<file path="src/gcbt_pkg.sv">
`default_nettype none

package gcbt_pkg;

    localparam int WORD_W   = 32;
    localparam int REM_W    = 19;
    localparam int POS_W    = 4;
    localparam int TPOS_W   = 3;
    localparam int LEFT_W   = 4;
    localparam int REPORT_W = 20;

    localparam logic [7:0]  CMD_FILL  = 8'h02;
    localparam logic [7:0]  ENV_FIRST = 8'hE1;
    localparam logic [7:0]  ENV_LAST  = 8'hE6;

    localparam logic [31:0] POLY_TERM_MASK  = 32'hF000_F000;
    localparam logic [31:0] POLY_TERM_VALUE = 32'h5000_5000;

    localparam logic [TPOS_W-1:0] TPOS_FLAT   = 3'd4;
    localparam logic [TPOS_W-1:0] TPOS_SHADED = 3'd5;

    typedef enum logic [2:0] {
        PH_IDLE    = 3'd0,
        PH_FIXED   = 3'd1,
        PH_POLY    = 3'd2,
        PH_UP_HDR  = 3'd3,
        PH_UP_DATA = 3'd4,
        PH_RD_HDR  = 3'd5
    } phase_t;

    typedef enum logic [2:0] {
        GRP_MISC  = 3'd0,
        GRP_POLY  = 3'd1,
        GRP_LINE  = 3'd2,
        GRP_RECT  = 3'd3,
        GRP_COPY  = 3'd4,
        GRP_UPLD  = 3'd5,
        GRP_READ  = 3'd6,
        GRP_ENV   = 3'd7
    } cmd_group_t;

    typedef struct packed {
        logic                starts_command;
        logic [7:0]          environment_code;
        logic                texpage_update;
        logic [8:0]          texpage_bits;
        logic [9:0]          texture_x_base;
        logic [8:0]          texture_y_base;
        logic [1:0]          texture_depth;
        logic [REPORT_W-1:0] reads_outstanding;
        logic                read_accepted;
        phase_t              phase_after;
    } result_t;

endpackage

`default_nettype wire

</file>
<file path="src/gcbt_parser.sv">
`default_nettype none

module gcbt_parser
    import gcbt_pkg::*;
#(
    parameter int OWED_WIDTH = 20
)
(
    input  wire logic              clk,
    input  wire logic              rst_n,
    input  wire logic              step_en,
    input  wire logic              mode,
    input  wire logic [WORD_W-1:0] word,
    output result_t                result
);

    phase_t                  phase_reg, phase_next;
    logic [REM_W-1:0]        rem_reg, rem_next;
    logic [POS_W-1:0]        pos_reg, pos_next;
    logic [TPOS_W-1:0]       tpos_reg, tpos_next;
    logic [OWED_WIDTH-1:0]   owed_reg, owed_next;

    // idle decode
    logic [7:0]              cmd;
    cmd_group_t              grp;
    logic [LEFT_W-1:0]       idle_left;
    phase_t                  idle_phase;
    logic [TPOS_W-1:0]       idle_tpos;
    logic [7:0]              idle_env;
    logic [2:0]              verts;
    logic [1:0]              mult;
    logic [4:0]              poly_len;

    // size word to data words
    logic [10:0]             xs;
    logic [9:0]              ys;
    logic [20:0]             area;
    logic [20:0]             area_inc;
    logic [REM_W-1:0]        size_words;

    logic [REM_W-1:0]        rem_dec;
    logic [POS_W-1:0]        pos_inc;
    logic [OWED_WIDTH:0]     owed_sum;
    logic [OWED_WIDTH-1:0]   owed_sat;
    logic [OWED_WIDTH+REPORT_W-1:0] owed_ext;
    logic                    term_hit;
    logic                    tex_hit;
    logic [15:0]             page;

    assign cmd = word[31:24];
    assign grp = cmd_group_t'(cmd[7:5]);

    assign xs       = {1'b0, word[9:0] - 10'd1} + 11'd1;
    assign ys       = {1'b0, word[24:16] - 9'd1} + 10'd1;
    assign area     = 21'(xs) * 21'(ys);
    assign area_inc = area + 21'd1;
    assign size_words = area_inc[REM_W:1];

    assign rem_dec  = rem_reg - {{(REM_W-1){1'b0}}, 1'b1};
    assign pos_inc  = pos_reg + {{(POS_W-1){1'b0}}, 1'b1};
    assign owed_sum = {1'b0, owed_reg} + {{(OWED_WIDTH+1-REM_W){1'b0}}, size_words};
    assign owed_sat = owed_sum[OWED_WIDTH] ? {OWED_WIDTH{1'b1}} : owed_sum[OWED_WIDTH-1:0];
    assign owed_ext = {{REPORT_W{1'b0}}, owed_next};
    assign term_hit = (word & POLY_TERM_MASK) == POLY_TERM_VALUE;
    assign tex_hit  = (tpos_reg != '0) && (pos_inc == {1'b0, tpos_reg});
    assign page     = word[31:16];

    assign verts    = cmd[3] ? 3'd4 : 3'd3;
    assign mult     = 2'd1 + {1'b0, cmd[2]} + {1'b0, cmd[4]};
    assign poly_len = 5'(verts) * 5'(mult) + {4'b0, ~cmd[4]} - 5'd1;

    always_comb
    begin
        idle_left  = '0;
        idle_phase = PH_IDLE;
        idle_tpos  = '0;
        idle_env   = '0;
        unique case (grp)
            GRP_MISC:
            begin
                idle_left = (cmd == CMD_FILL) ? LEFT_W'(2) : '0;
            end
            GRP_POLY:
            begin
                idle_left = poly_len[LEFT_W-1:0];
                if (cmd[2])
                begin
                    idle_tpos = cmd[4] ? TPOS_SHADED : TPOS_FLAT;
                end
            end
            GRP_LINE:
            begin
                if (cmd[3])
                begin
                    idle_phase = PH_POLY;
                end
                else
                begin
                    idle_left = cmd[4] ? LEFT_W'(3) : LEFT_W'(2);
                end
            end
            GRP_RECT:
            begin
                idle_left = LEFT_W'(1) + LEFT_W'(cmd[2]) + LEFT_W'(cmd[4:3] == 2'b00);
            end
            GRP_COPY:
            begin
                idle_left = LEFT_W'(3);
            end
            GRP_UPLD:
            begin
                idle_phase = PH_UP_HDR;
                idle_left  = LEFT_W'(2);
            end
            GRP_READ:
            begin
                idle_phase = PH_RD_HDR;
                idle_left  = LEFT_W'(2);
            end
            GRP_ENV:
            begin
                if (cmd >= ENV_FIRST && cmd <= ENV_LAST)
                begin
                    idle_env = cmd;
                end
            end
            default:
            begin
                idle_left = '0;
            end
        endcase
        if (idle_phase == PH_IDLE && idle_left != '0)
        begin
            idle_phase = PH_FIXED;
        end
    end

    // next state
    always_comb
    begin
        phase_next = phase_reg;
        rem_next   = rem_reg;
        pos_next   = pos_reg;
        tpos_next  = tpos_reg;
        owed_next  = owed_reg;
        if (mode)
        begin
            if (owed_reg != '0)
            begin
                owed_next = owed_reg - {{(OWED_WIDTH-1){1'b0}}, 1'b1};
            end
        end
        else
        begin
            unique case (phase_reg)
                PH_IDLE:
                begin
                    pos_next   = '0;
                    tpos_next  = idle_tpos;
                    rem_next   = REM_W'(idle_left);
                    phase_next = idle_phase;
                end
                PH_FIXED:
                begin
                    pos_next = pos_inc;
                    rem_next = rem_dec;
                    if (rem_dec == '0)
                    begin
                        phase_next = PH_IDLE;
                    end
                end
                PH_POLY:
                begin
                    if (term_hit)
                    begin
                        phase_next = PH_IDLE;
                    end
                end
                PH_UP_HDR:
                begin
                    rem_next = rem_dec;
                    if (rem_dec == '0)
                    begin
                        rem_next   = size_words;
                        phase_next = (size_words != '0) ? PH_UP_DATA : PH_IDLE;
                    end
                end
                PH_UP_DATA:
                begin
                    rem_next = rem_dec;
                    if (rem_dec == '0)
                    begin
                        phase_next = PH_IDLE;
                    end
                end
                PH_RD_HDR:
                begin
                    rem_next = rem_dec;
                    if (rem_dec == '0)
                    begin
                        owed_next  = owed_sat;
                        phase_next = PH_IDLE;
                    end
                end
                default:
                begin
                    phase_next = PH_IDLE;
                end
            endcase
        end
    end

    // result fields
    always_comb
    begin
        result                   = '0;
        result.reads_outstanding = owed_ext[REPORT_W-1:0];
        result.phase_after       = phase_next;
        if (mode)
        begin
            result.read_accepted = (owed_reg != '0);
        end
        else if (phase_reg == PH_IDLE)
        begin
            result.starts_command   = 1'b1;
            result.environment_code = idle_env;
        end
        else if (phase_reg == PH_FIXED && tex_hit)
        begin
            result.texpage_update = 1'b1;
            result.texpage_bits   = page[8:0];
            result.texture_x_base = {page[3:0], 6'b0};
            result.texture_y_base = {page[4], 8'b0};
            result.texture_depth  = page[8:7];
        end
    end

    always_ff @(posedge clk or negedge rst_n)
    begin
        if (!rst_n)
        begin
            phase_reg <= PH_IDLE;
            rem_reg   <= '0;
            pos_reg   <= '0;
            tpos_reg  <= '0;
            owed_reg  <= '0;
        end
        else if (step_en)
        begin
            phase_reg <= phase_next;
            rem_reg   <= rem_next;
            pos_reg   <= pos_next;
            tpos_reg  <= tpos_next;
            owed_reg  <= owed_next;
        end
    end

endmodule

`default_nettype wire

</file>
<file path="src/gp0_command_boundary_tracker.sv">
// GP0 command boundary tracker. Takes one transaction per clock while in_stall
// is low (a GP0 word, or a VRAM-to-CPU read word when mode is 1) and returns
// one result per transaction: each is held in the input register, then the
// parser step (opcode decode, an 11x10 size multiply and the saturating add
// to the owed-read count) writes the result register. Sustained rate is one
// transaction per cycle while out_stall stays low; in_stall follows out_stall
// only when both the input and result registers are full.
// No clearing pass after reset.
`default_nettype none

module gp0_command_boundary_tracker
    import gcbt_pkg::*;
#(
    parameter int OWED_WIDTH = 20
)
(
    input  wire logic                clk,
    input  wire logic                rst_n,
    input  wire logic                in_valid,
    output logic                     in_stall,
    input  wire logic                mode,
    input  wire logic [WORD_W-1:0]   word,
    output logic                     out_valid,
    input  wire logic                out_stall,
    output logic                     starts_command,
    output logic [7:0]               environment_code,
    output logic                     texpage_update,
    output logic [8:0]               texpage_bits,
    output logic [9:0]               texture_x_base,
    output logic [8:0]               texture_y_base,
    output logic [1:0]               texture_depth,
    output logic [REPORT_W-1:0]      reads_outstanding,
    output logic                     read_accepted,
    output logic [2:0]               phase_after
);

    logic              s1_valid_reg;
    logic              s1_mode_reg;
    logic [WORD_W-1:0] s1_word_reg;
    logic              out_valid_reg;
    result_t           out_reg;
    result_t           step_result;
    logic              s1_adv;
    logic              in_take;
    logic              step_en;

    assign s1_adv   = !out_valid_reg || !out_stall;
    assign in_stall = s1_valid_reg && !s1_adv;
    assign in_take  = in_valid && !in_stall;
    assign step_en  = s1_valid_reg && s1_adv;

    gcbt_parser #(
        .OWED_WIDTH (OWED_WIDTH)
    ) u_parser (
        .clk     (clk),
        .rst_n   (rst_n),
        .step_en (step_en),
        .mode    (s1_mode_reg),
        .word    (s1_word_reg),
        .result  (step_result)
    );

    always_ff @(posedge clk or negedge rst_n)
    begin
        if (!rst_n)
        begin
            s1_valid_reg  <= 1'b0;
            out_valid_reg <= 1'b0;
        end
        else
        begin
            if (!in_stall)
            begin
                s1_valid_reg <= in_valid;
            end
            if (s1_adv)
            begin
                out_valid_reg <= s1_valid_reg;
            end
        end
    end

    always_ff @(posedge clk)
    begin
        if (in_take)
        begin
            s1_mode_reg <= mode;
            s1_word_reg <= word;
        end
        if (step_en)
        begin
            out_reg <= step_result;
        end
    end

    assign out_valid         = out_valid_reg;
    assign starts_command    = out_reg.starts_command;
    assign environment_code  = out_reg.environment_code;
    assign texpage_update    = out_reg.texpage_update;
    assign texpage_bits      = out_reg.texpage_bits;
    assign texture_x_base    = out_reg.texture_x_base;
    assign texture_y_base    = out_reg.texture_y_base;
    assign texture_depth     = out_reg.texture_depth;
    assign reads_outstanding = out_reg.reads_outstanding;
    assign read_accepted     = out_reg.read_accepted;
    assign phase_after       = out_reg.phase_after;

endmodule

`default_nettype wire
</file>
<file path="config.mk">
export PLATFORM = sky130hd
export DESIGN_NAME = gp0_command_boundary_tracker
export DESIGN_NICKNAME = d
export VERILOG_FILES = /design/src/gcbt_pkg.sv /design/src/gcbt_parser.sv /design/src/gp0_command_boundary_tracker.sv
export SDC_FILE = /design/constraint.sdc
export NUM_CORES = 1
export LEC_CHECK = 0
export ABC_AREA = 1
export BUFFER_PORTS_ARGS = -buffer_cell sky130_fd_sc_hd__buf_2
export CORE_UTILIZATION = 45
export CTS_CLUSTER_DIAMETER = 80
export DETAILED_ROUTE_END_ITERATION = 8
export GPL_TIMING_DRIVEN = 0
export PLACE_DENSITY = 0.69
export SLEW_MARGIN = 5
export SYNTH_ARGS = -nofsm -noshare
export SYNTH_HDL_FRONTEND = slang
export SYNTH_SLANG_ARGS = --single-unit
</file>
<file path="constraint.sdc">
create_clock -name clk -period 11.9 [get_ports clk]
set_input_delay 0 -clock clk [delete_from_list [all_inputs] [get_ports clk]]
set_output_delay 0 -clock clk [all_outputs]
set_load 0.05 [all_outputs]
</file>
Word level (Yosys, flattened, before mapping)
Index checks and enable logic that the tools add are counted.

Register bits: 148. Bits of input ports: 37. Logic and storage cells: 121.

Add/subtract/negate cells: 15. Multipliers: 2. Magnitude comparators: 2. Equal/unequal tests: 15. Mux-type cells: 29. Bitwise logic cells: 6. Reductions and logical operators: 31.

Operator list (count): 20-bit 2-to-1 mux (5); 19-bit case mux with 3 select lines (1); 31-bit 2-to-1 mux (1); 3-bit 2-to-1 mux (9); 4-bit case mux with 6 select lines (1); 20-bit by 19-bit adder with 21-bit output (1); 20-bit by 1-bit adder with 20-bit output (second input constant) (1); 11-bit by 10-bit multiplier with 20-bit output (1); 20-bit nonzero test (1); 20-bit by 1-bit subtractor with 20-bit output (second input constant) (1); 19-bit zero test (1); 19-bit 2-to-1 mux (1); 19-bit nonzero test (1); 19-bit by 1-bit subtractor with 19-bit output (second input constant) (1); 3-bit equality test (second input constant) (6); 8-bit 2-to-1 mux (2); 3-bit by 2-bit equality test with 1-bit output (second input constant) (4); 3-bit case mux with 4 select lines (1); 10-bit by 1-bit adder with 11-bit output (second input constant) (1); 9-bit by 1-bit adder with 10-bit output (second input constant) (1); 10-bit by 1-bit subtractor with 10-bit output (second input constant) (1); 3-bit zero test (3); 9-bit 2-to-1 mux (1); 3-bit case mux with 3 select lines (1); other kinds (29) (53).

Longest topological paths before layout
Gate-level depths: netlist (run 1).

Depth in word-level cells: 11. Gate-level depth with buffers: 53. Depth with buffers taken out: 52.

By module
From an unflattened synthesis (run 1), not the netlist that was laid out.

Cell total of the unflattened synthesis: 1714. Area, all modules: 13309.0 µm².

By module, submodules not included: gcbt_parser (times used 1, cells an instance 1605, area an instance 10301.1 µm², sequential area each 1201.2 µm²); gp0_command_boundary_tracker (times used 1, cells an instance 109, area an instance 3007.9 µm², sequential area each 2962.8 µm²).

Worst setup path after synthesis (run 1)
OpenSTA, ideal clock, no wires.

Path kind: register -> register. Start point: reg s1_word_reg[0]. End point: reg out_reg (netlist bit reads_outstanding[5]) (data pin). Arrival time: 7.614 ns. Path slack: 4.025 ns. Stages on the path, launching flop included: 47. Path buffers: 2. Period minus slack after synthesis: 7.875 ns. Path through: edfxtp_1 -> inv_2 -> buf_2 -> ha_1 -> nor2_1 -> inv_1 -> nor2_1 -> inv_1 -> nor2_1 -> inv_1 -> nor2_1 -> inv_1 -> nor2_1 -> inv_1 -> o21ai_0 -> nand2_1 -> inv_1 -> nand2_1 -> [... 11 more ...] -> nand2_1 -> o21ai_0 -> a21oi_1 -> nand2_1 -> xor2_1 -> inv_1 -> ha_1 -> a21oi_1 -> o21bai_1 -> a221oi_1 -> nand2_1 -> a21boi_0 -> nand2_2 -> nand3_4 -> buf_6 -> nand3_2 -> nand3_1 -> nand2_2.

RTL lines: from (decl) (line gp0_command_boundary_tracker.sv:39) `logic [WORD_W-1:0] s1_word_reg;`; from (signal assigned) (line gp0_command_boundary_tracker.sv:88) `s1_word_reg <= word;`; to (signal assigned) (line gp0_command_boundary_tracker.sv:92) `out_reg <= step_result;`; to (decl) (line gp0_command_boundary_tracker.sv:41) `result_t out_reg;`.

==> impl_metrics.yaml, run 1 <==
timing:
  finalHoldViolCount: 0
  period_share: 0.799
  rsz0062_at_grt: "false"
  fin_skew_ns: 0.0122
  slew_violations: 0
  setup_slack_ns: 2.39
  setup_viol: 0
  slew_headroom: 0.211
  worstMarginPinSlew_ns: 1.18
  tns_ns: 0
  min_period_ns: 9.51
  holdWs_ns: 0.146
  fmax_mhz: 105
clocking:
  clk_path_buf_depth: 2
  clock_latency_ns: 0.43
  htreeDepth: 4
  cts_inserted_buffers: 17
  cts_tree: "built"
  path_clk_slew_ns: 0.06
  clock_tree.root_cell: "clkbuf_16"
  cts_sinks: 124
floorplan:
  rows: 59
  coreArea_um2: 26300
  die_w_um: 167
  ios: 103
  die_h_um: 167
  initial_core_util: 0.464
  dieArea_um2: 27700
synthesis:
  syn_area_um2: 12200
  syn-instance-count: 1582
  ys_seq_elements: 124
  yosysTopAreaCellShare: 0.182
  yosys.area_share.simple: 0.259
  synthTopCellsByArea: "edfxtp_1 18%, fa_1 12%, nand2_1 11%"
  synth.area.mux_share: 0.000822
  synth_edf_count: 74
  syn_avg_cell_area_um2: 7.70
  synth_xor_area_frac: 0.0487
  synth_cell_type_count: 57
  synth-compound-area-share: 0.0901
  synthAdderAreaFrac: 0.208
  ys_seq_area_frac: 0.285
  yosys.area.top_type: "edfxtp_1"
  ys.flop_type: "edfxtp_1"
  async_flop_share: 0.403
  synth_top_family_by_area: "simple AND/OR/NAND/NOR gates"
  ys_warn_count: 0
critical_path:
  startpoint: "s1_word_reg[0]"
  reg2reg_depth: 45
  arrival_ns: 9.67
  cp-start-kind: "flop"
  cp_max_fo: 11
  cp_slowest_cell: "edfxtp_1"
  required_ns: 12.06
  crit_path_max_incr_delay_ns: 0.55
  path_depth: 45
  r2r_setup_slack_ns: 2.39
  rr_startpoint: "s1_word_reg[0]"
  critPathKind: "reg -> reg"
  cp_top_family: "adder cells"
  crit_top_cell: "inv_1"
  worstSetupEndpointType: "flop"
  crit_buf_inv: 14
hold_path:
  hp-class: "in -> async"
grt:
  grt_pass1_vias: 10900
  grt_use_total: 0.238
  grt_max_degree: 53
  antenna_found_initial: 0
  grt_pass1_wl_um: 53100
  grt-ovfl-total: 0
drt:
  wire_per_inst_um: 15.2
  drc_errors: 2
  top_layer_used: "met4"
  dr.pass1.iters: 7
  vias_per_cell: 5.14
  wl_met3_um: 1820
  met2_length_um: 14700
  vias: 10700
  m1WireLength_um: 14400
  wl_um: 31600
  ant_nets: 0
  drt_iter0_drc: 736
run:
  max_cap_viol_count: 0
placed_design:
  dp.cells: 2018
  dp_hpwl_um: 24700
  portBuffers: 86
  preCtsSetupSlack_ns: 2.54
  gp_congestion: 0.959
run_status:
  outcome: "finished with violations"
  violations: "design-rule violations"
cells_and_area:
  antenna_cells: 0
  final_cell_mix: "348 x nand2_1, 259 x inv_1, 184 x nor2_1, 91 x ha_1, 89 x buf_2"
  largest_reg_flops: 30
  synthToLayoutAreaGrowth_pct: 15.2
  layout-drive-gt1-share: 0.122
  num-nets-final: 1935
  mostFrequentLayoutCell: "nand2_1"
  finalNonFillerCells: 2085
## Yosys cell counts, drive strengths merged, types with 16 or more instances
library cell,n
xnor2,18
a21oi,69
fa,70
edfxtp,74
inv,264
buf,33
ha,91
nand4,17
o21ai,86
xor2,48
nand2,365
dfrtp,50
nor3,16
nor2,197
nand3,104
## cell type report
type	count	area, um2
sequential	124	3470
clock buffer	19	464
buffer	40	283
clock inverter	13	133
tap	335	419
fill	2489	12200
multi-input combinational	1161	7460
timing repair buffer	121	783
inverter	272	1020
## path summary, 6_finish.rpt
kind,to
worst min register to register,out_valid
max in group asynchronous,u_parser.rem_reg[15]
worst max register to register,reads_outstanding[18]
worst max-delay path,reads_outstanding[18]
min in group clk,s1_word_reg[4]
worst min-delay path,u_parser.owed_reg[3]
## cell families after synthesis
group,count (synthesis)
xor+xnor,66
flops,124
mux,1
simple gates,718
compound gates,199
buf+inv,312
fa+ha+maj,161
other cells,1
## per-layer routing
| layer | up-vias | global-route usage |
|---|---|---|
| met5 | - | 0 |
| met4 | 0 | 0.0793 |
| met3 | 45 | 0.0418 |
| met2 | 319 | 0.398 |
| met1 | 5009 | 0.313 |
| li1 | 5344 | - |
## timing repair
action | 4_1_cts | 5_1_grt
endpoints found under the hold margin | 83 | 0
gates resized for setup | 0 | 0
buffers inserted | 0 | 0
hold buffers | 35 | 0
endpoints found under the setup margin | 0 | 0
## worst register-to-register path, delay by kind of cell (launching register included)
kind / cells / cell delay [ns]
DFF: 1 / 0.55
xor gates and xnor gates: 2 / 0.47
AOI/OAI and AO/OA: 7 / 1.55
and+or+nand+nor: 14 / 1.60
buffers and inverters: 14 / 1.55
adders and majority gates: 8 / 3.55
## per-stage QoR
stage / util / instance area [um2]
CTS: 0.534 / 14000
finish: 0.534 / 14000
detailed placement: 0.498 / 13100
global placement: 0.498 / 13100
floorplan: - / 12200
global route: 0.534 / 14000
Power of run 1 is not shown: default switching activity piles up to over one toggle a cycle in this logic, so the estimate is an artifact.
==> run 2, diff against run 1 <==
--- a/config.mk
+++ b/config.mk
@@ -5,7 +5,7 @@
 export SDC_FILE = /design/constraint.sdc
 export NUM_CORES = 1
 export LEC_CHECK = 0
-export ABC_AREA = 1
+export ABC_AREA = 0
 export BUFFER_PORTS_ARGS = -buffer_cell sky130_fd_sc_hd__buf_2
 export CORE_UTILIZATION = 45
 export CTS_CLUSTER_DIAMETER = 80
==> constraint.sdc (replaced) <==
create_clock -name clk -period 9.9 [get_ports clk]
set_input_delay 0 -clock clk [delete_from_list [all_inputs] [get_ports clk]]
set_output_delay 0 -clock clk [all_outputs]
set_load 0.05 [all_outputs]
==> run 2 against run 1 <==
Effect of this change:
- the flow now finishes without violations
- cell count is 8.1% lower
- via count up 0.74%
- setup slack worse by 2.1 ns
- critical path depth is 5 lower
- global-route usage is 0.39 points higher
- largest cell class unchanged
- critical path type unchanged
- hold slack improved by 0.0075 ns
- sequential share of layout area fell by 1.1 points
- die area rose by 1.1%
- wire length up 6.9%
==> impl_metrics.yaml, run 2 <==
critical_path:
  critPathKind: "reg -> reg"
  cp_slowest_cell: "fa_1"
  arrival_ns: 9.96
  cp_max_fo: 9
  required_ns: 10.22
  worstSetupEndpointType: "flop"
  cp-start-kind: "flop"
  crit_path_max_incr_delay_ns: 0.53
clocking:
  clk_path_buf_depth: 2
  clock_latency_ns: 0.43
  path_clk_slew_ns: 0.06
  cts_sinks: 124
  cts_inserted_buffers: 17
  htreeDepth: 4
  clock_tree.root_cell: "clkbuf_16"
  cts_tree: "built"
drt:
  dr.pass1.iters: 5
  wire_per_inst_um: 17.6
  vias: 10800
  wl_um: 33800
  drc_errors: 0
  drt_iter0_drc: 821
  ant_nets: 0
  vias_per_cell: 5.63
synthesis:
  syn_avg_cell_area_um2: 8.91
  syn_area_um2: 12300
  ys.flop_type: "edfxtp_1"
  yosys.area.top_type: "edfxtp_1"
  ys_seq_area_frac: 0.282
  yosys-top-cells-count: "133 x nand2_1, 130 x nor2_1, 122 x inv_1, 91 x ha_1, 74 x edfxtp_1"
  ys_warn_count: 0
  synth.most_common_cell: "nand2_1"
  synth_edf_count: 74
  async_flop_share: 0.403
  yosysTopAreaCellShare: 0.180
  syn-instance-count: 1382
  synthTopCellsByArea: "edfxtp_1 18%, fa_1 11%, dfrtp_1 10%"
  ys_seq_elements: 124
  synth_cell_type_count: 85
cells_and_area:
  mostFrequentLayoutCell: "nand2_1"
  final_cell_mix: "133 x nand2_1, 128 x nor2_1, 120 x inv_1, 87 x ha_1, 86 x buf_2"
  final_util: 0.546
  largest_reg_flops: 30
  layout-drive-gt1-share: 0.157
  multiInputGateArea_um2: 8300
  num-nets-final: 1760
  synthToLayoutAreaGrowth_pct: 19.2
  regArea_um2: 3470
  antenna_cells: 0
  n_fill_cell: 2392
floorplan:
  initial_core_util: 0.458
  ios: 103
  die_h_um: 167
  coreArea_um2: 26900
  rows: 60
  dieArea_um2: 28000
  die_w_um: 167
placed_design:
  dp_hpwl_um: 24500
  gp_congestion: 0.920
  portBuffers: 86
timing:
  min_period_ns: 9.64
  setup_viol: 0
  fmax_mhz: 104
  tns_ns: 0
  slew_headroom: 0.347
  slew_violations: 0
  fin_skew_ns: 0.00882
  worstMarginPinSlew_ns: 0.976
  finalHoldViolCount: 0
  period_share: 0.974
grt:
  grt-ovfl-total: 0
  grt_use_total: 0.242
  grt_pass1_wl_um: 53800
  grt_max_degree: 51
  antenna_found_initial: 0
  grt_pass1_vias: 10400
run_status:
  outcome: "complete, no violations"
hold_path:
  hp-class: "in -> async"
run:
  max_cap_viol_count: 0
## run 2: logic make-up (layout without fill, tap and decap cells)
family          count (synthesis)  after routing  share of synthesized area
compound gates                291            291                      0.157
xor+xnor                       99             99                     0.0734
fa+ha+maj                     162            162                      0.207
buf+inv                       201            379                     0.0704
flops                         124            124                      0.282
mux                             9              9                    0.00782
other cells                     1             16                   0.000304
simple gates                  495            495                      0.202
## run 2: path summary, 6_finish.rpt
| kind | slack [ns] | end | cells after the start | start |
|---|---|---|---|---|
| max | 0.26 | u_parser.owed_reg[9] | 40 | s1_word_reg[0] |
| min | 0.15 | u_parser.owed_reg[2] | 2 | rst_n |
| max reg2reg | 0.26 | u_parser.owed_reg[9] | 40 | s1_word_reg[0] |
| min reg2reg | 0.49 | out_valid | 1 | s1_valid_reg |
| max in group asynchronous | 9.25 | u_parser.rem_reg[0] | 2 | rst_n |
| min in group clk | 0.28 | s1_word_reg[12] | 2 | word[12] |
## run 2: worst max-delay path: cells and delay by family (launching register included)
kind,cells,cell delay [ns]
fa+ha+maj,9,3.70
compound gates,12,2.44
simple gates,7,1.45
buf+inv,10,0.91
xor+xnor,2,0.56
flops,1,0.45
## run 2: metal layers
| layer | track usage | vias up | wire length, um |
|---|---|---|---|
| met5 | 0 | - | 0 |
| li1 | - | 5153 | - |
| met1 | 0.328 | 5221 | 14800 |
| met3 | 0.0461 | 57 | 2260 |
| met2 | 0.391 | 365 | 16000 |
| met4 | 0.0786 | 0 | 743 |
## run 2: timing repair
item / CTS / global route
hold buffers: 35 / 0
resized for setup: 32 / 29
endpoints found under the hold margin: 83 / 0
endpoints found under the setup margin: 41 / 40
setup buffers: 16 / 9
pin swaps: 12 / 13
## run 2: final cells by class
type / count / area share
repair buffers: 147 / 0.0675
clock inverters: 12 / 0.0111
flip-flops and latches: 124 / 0.237
well taps: 341 / 0.0291
clock buffers: 20 / 0.0304
inverters: 124 / 0.0322
plain buffers: 76 / 0.0283
multi-input cells: 1072 / 0.565
## run 2: stage by stage
stage               cells  hold slack (ns)  area (um2)  setup WS, ns
floorplan            1397           -0.296       12400         0.142
finish               1916            0.154       14700         0.260
CTS                  1907            0.265       14500       0.00227
global route         1916            0.225       14700       -0.0591
detailed placement   1825            0.178       13300         -1.53
global placement     1824            0.176       13200         -1.35
Power of run 2 is left out for the same reason.
==> run 3, diff against run 2 <==
--- a/config.mk
+++ b/config.mk
@@ -5,7 +5,7 @@
 export SDC_FILE = /design/constraint.sdc
 export NUM_CORES = 1
 export LEC_CHECK = 0
-export ABC_AREA = 0
+export ABC_AREA = 1
 export BUFFER_PORTS_ARGS = -buffer_cell sky130_fd_sc_hd__buf_2
 export CORE_UTILIZATION = 45
 export CTS_CLUSTER_DIAMETER = 80
==> run 3 against run 2 <==
Effect of this change:
- the run now ends with design-rule violations left
- final area down 4.3%
- wire length down 6.5%
- register-to-register slack better by 0.37 ns
- highest routed layer unchanged
- die area down 1.1%
- cell count up 8.8%
- hold slack worse by 0.0067 ns
- critical endpoint is now reads_outstanding[18]
- fmax up 4.0%
- via count down 0.21%
- critical path depth up 5
==> impl_metrics.yaml, run 3 (synthesis results as in run 1) <==
timing:
  tns_ns: 0
  finalHoldViolCount: 0
  setup_slack_ns: 0.633
  worstMarginPinSlew_ns: 1.19
  rsz0062_at_grt: "false"
  fmax_mhz: 108
  min_period_ns: 9.27
  setup_viol: 0
  period_share: 0.936
  slew_headroom: 0.202
  fin_skew_ns: 0.0121
  slew_violations: 0
drt:
  wire_per_inst_um: 15.2
  dr.pass1.iters: 7
  vias: 10800
  drt_iter0_drc: 642
  vias_per_cell: 5.17
  drc_errors: 2
  ant_nets: 0
  wl_um: 31600
critical_path:
  arrival_ns: 9.42
  crit_top_cell: "inv_1"
  worstSetupEndpointType: "flop"
  cp_slowest_cell: "edfxtp_1"
  crit_buf_inv: 14
  cp_top_family: "adder cells"
  cp_max_fo: 11
  critPathKind: "reg -> reg"
  cp-start-kind: "flop"
  crit_path_max_incr_delay_ns: 0.55
  required_ns: 10.06
floorplan:
  initial_core_util: 0.464
  ios: 103
  coreArea_um2: 26300
  die_h_um: 167
  dieArea_um2: 27700
  die_w_um: 167
  rows: 59
grt:
  grt-ovfl-total: 0
  antenna_found_initial: 0
  grt_max_degree: 53
  grt_pass1_wl_um: 53100
  grt_use_total: 0.238
  grt_pass1_vias: 10900
clocking:
  cts_tree: "built"
  clock_latency_ns: 0.43
  cts_inserted_buffers: 17
  path_clk_slew_ns: 0.06
  cts_setup_buffers: 0
  htreeDepth: 4
  clk_path_buf_depth: 2
  clock_tree.root_cell: "clkbuf_16"
  cts_sinks: 124
cells_and_area:
  synthToLayoutAreaGrowth_pct: 15.3
  antenna_cells: 0
  n_fill_cell: 2492
  layout-drive-gt1-share: 0.123
  final_cell_mix: "348 x nand2_1, 258 x inv_1, 184 x nor2_1, 91 x ha_1, 89 x buf_2"
  largest_reg_flops: 30
  num-nets-final: 1935
  mostFrequentLayoutCell: "nand2_1"
hold_path:
  hp-class: "in -> async"
run_status:
  violations: "design-rule violations"
  outcome: "finished with violations"
placed_design:
  dp_hpwl_um: 24700
  preCtsSetupSlack_ns: 0.541
  portBuffers: 86
  gp_congestion: 0.959
run:
  max_cap_viol_count: 0
==> run 3: cell count changes in the layout (fill, tap and decap cells not counted), moves of 22 or more <==
cell,delta
nand2_1,+215
inv_1,+138
nor2_1,+56
nand3_1,+52
xnor2_1,-36
clkbuf_1,-35
buf_4,-24
nand2b_1,-24
nor2b_1,-22
==> run 3: repair_timing <==
item / 4_1_cts / 5_1_grt
gates resized for setup: 0 / 3
endpoints found under the hold margin: 83 / 0
hold buffers: 35 / 0
setup endpoints to repair: 0 / 40
==> run 3: worst reg2reg max path, delay by kind of cell (launching register included) <==
kind / cells / cell delay [ns]
buf+inv: 14 / 1.46
compound gates: 7 / 1.44
flops: 1 / 0.55
xor+xnor: 2 / 0.47
fa+ha+maj: 8 / 3.52
simple gates: 14 / 1.58
==> run 3: layout make-up <==
cell class / instances / area [um2] / share of cell area
well taps: 335 / 419 / 0.0298
plain buffers: 40 / 283 / 0.0201
clock inverters: 13 / 133 / 0.00944
clock buffers: 19 / 464 / 0.0330
repair buffers: 121 / 783 / 0.0558
multi-input cells: 1161 / 7470 / 0.532
flip-flops and latches: 124 / 3470 / 0.247
inverters: 272 / 1020 / 0.0729
==> run 3: metrics by stage <==
| stage | utilization | hold WS, ns | cells | area (um2) |
|---|---|---|---|---|
| after floorplan | - | -0.296 | 1597 | 12200 |
| after global placement | 0.498 | 0.176 | 2018 | 13100 |
| after detailed placement | 0.498 | 0.178 | 2018 | 13100 |
| after CTS | 0.534 | 0.260 | 2085 | 14000 |
| after global routing | 0.535 | 0.208 | 2085 | 14000 |
| final | 0.535 | 0.147 | 2085 | 14000 |
==> run 3: path summary, 6_finish.rpt <==
check	slack [ns]	cells past startpoint	from	endpoint
max reg2reg	0.63	45	s1_word_reg[0]	reads_outstanding[18]
max	0.63	45	s1_word_reg[0]	reads_outstanding[18]
min	0.15	2	rst_n	u_parser.owed_reg[3]
min in group clk	0.27	2	word[4]	s1_word_reg[4]
max in group asynchronous	9.26	2	rst_n	u_parser.rem_reg[15]
min reg2reg	0.47	2	s1_valid_reg	out_valid
==> run 3: layer usage <==
metal	routed length, um	up-vias	global-route usage
met5	0	-	0
met4	660	0	0.0793
met3	1820	42	0.0418
met2	14700	322	0.398
met1	14400	5062	0.313
li1	-	5347	-
Power of run 3 is left out for the same reason.
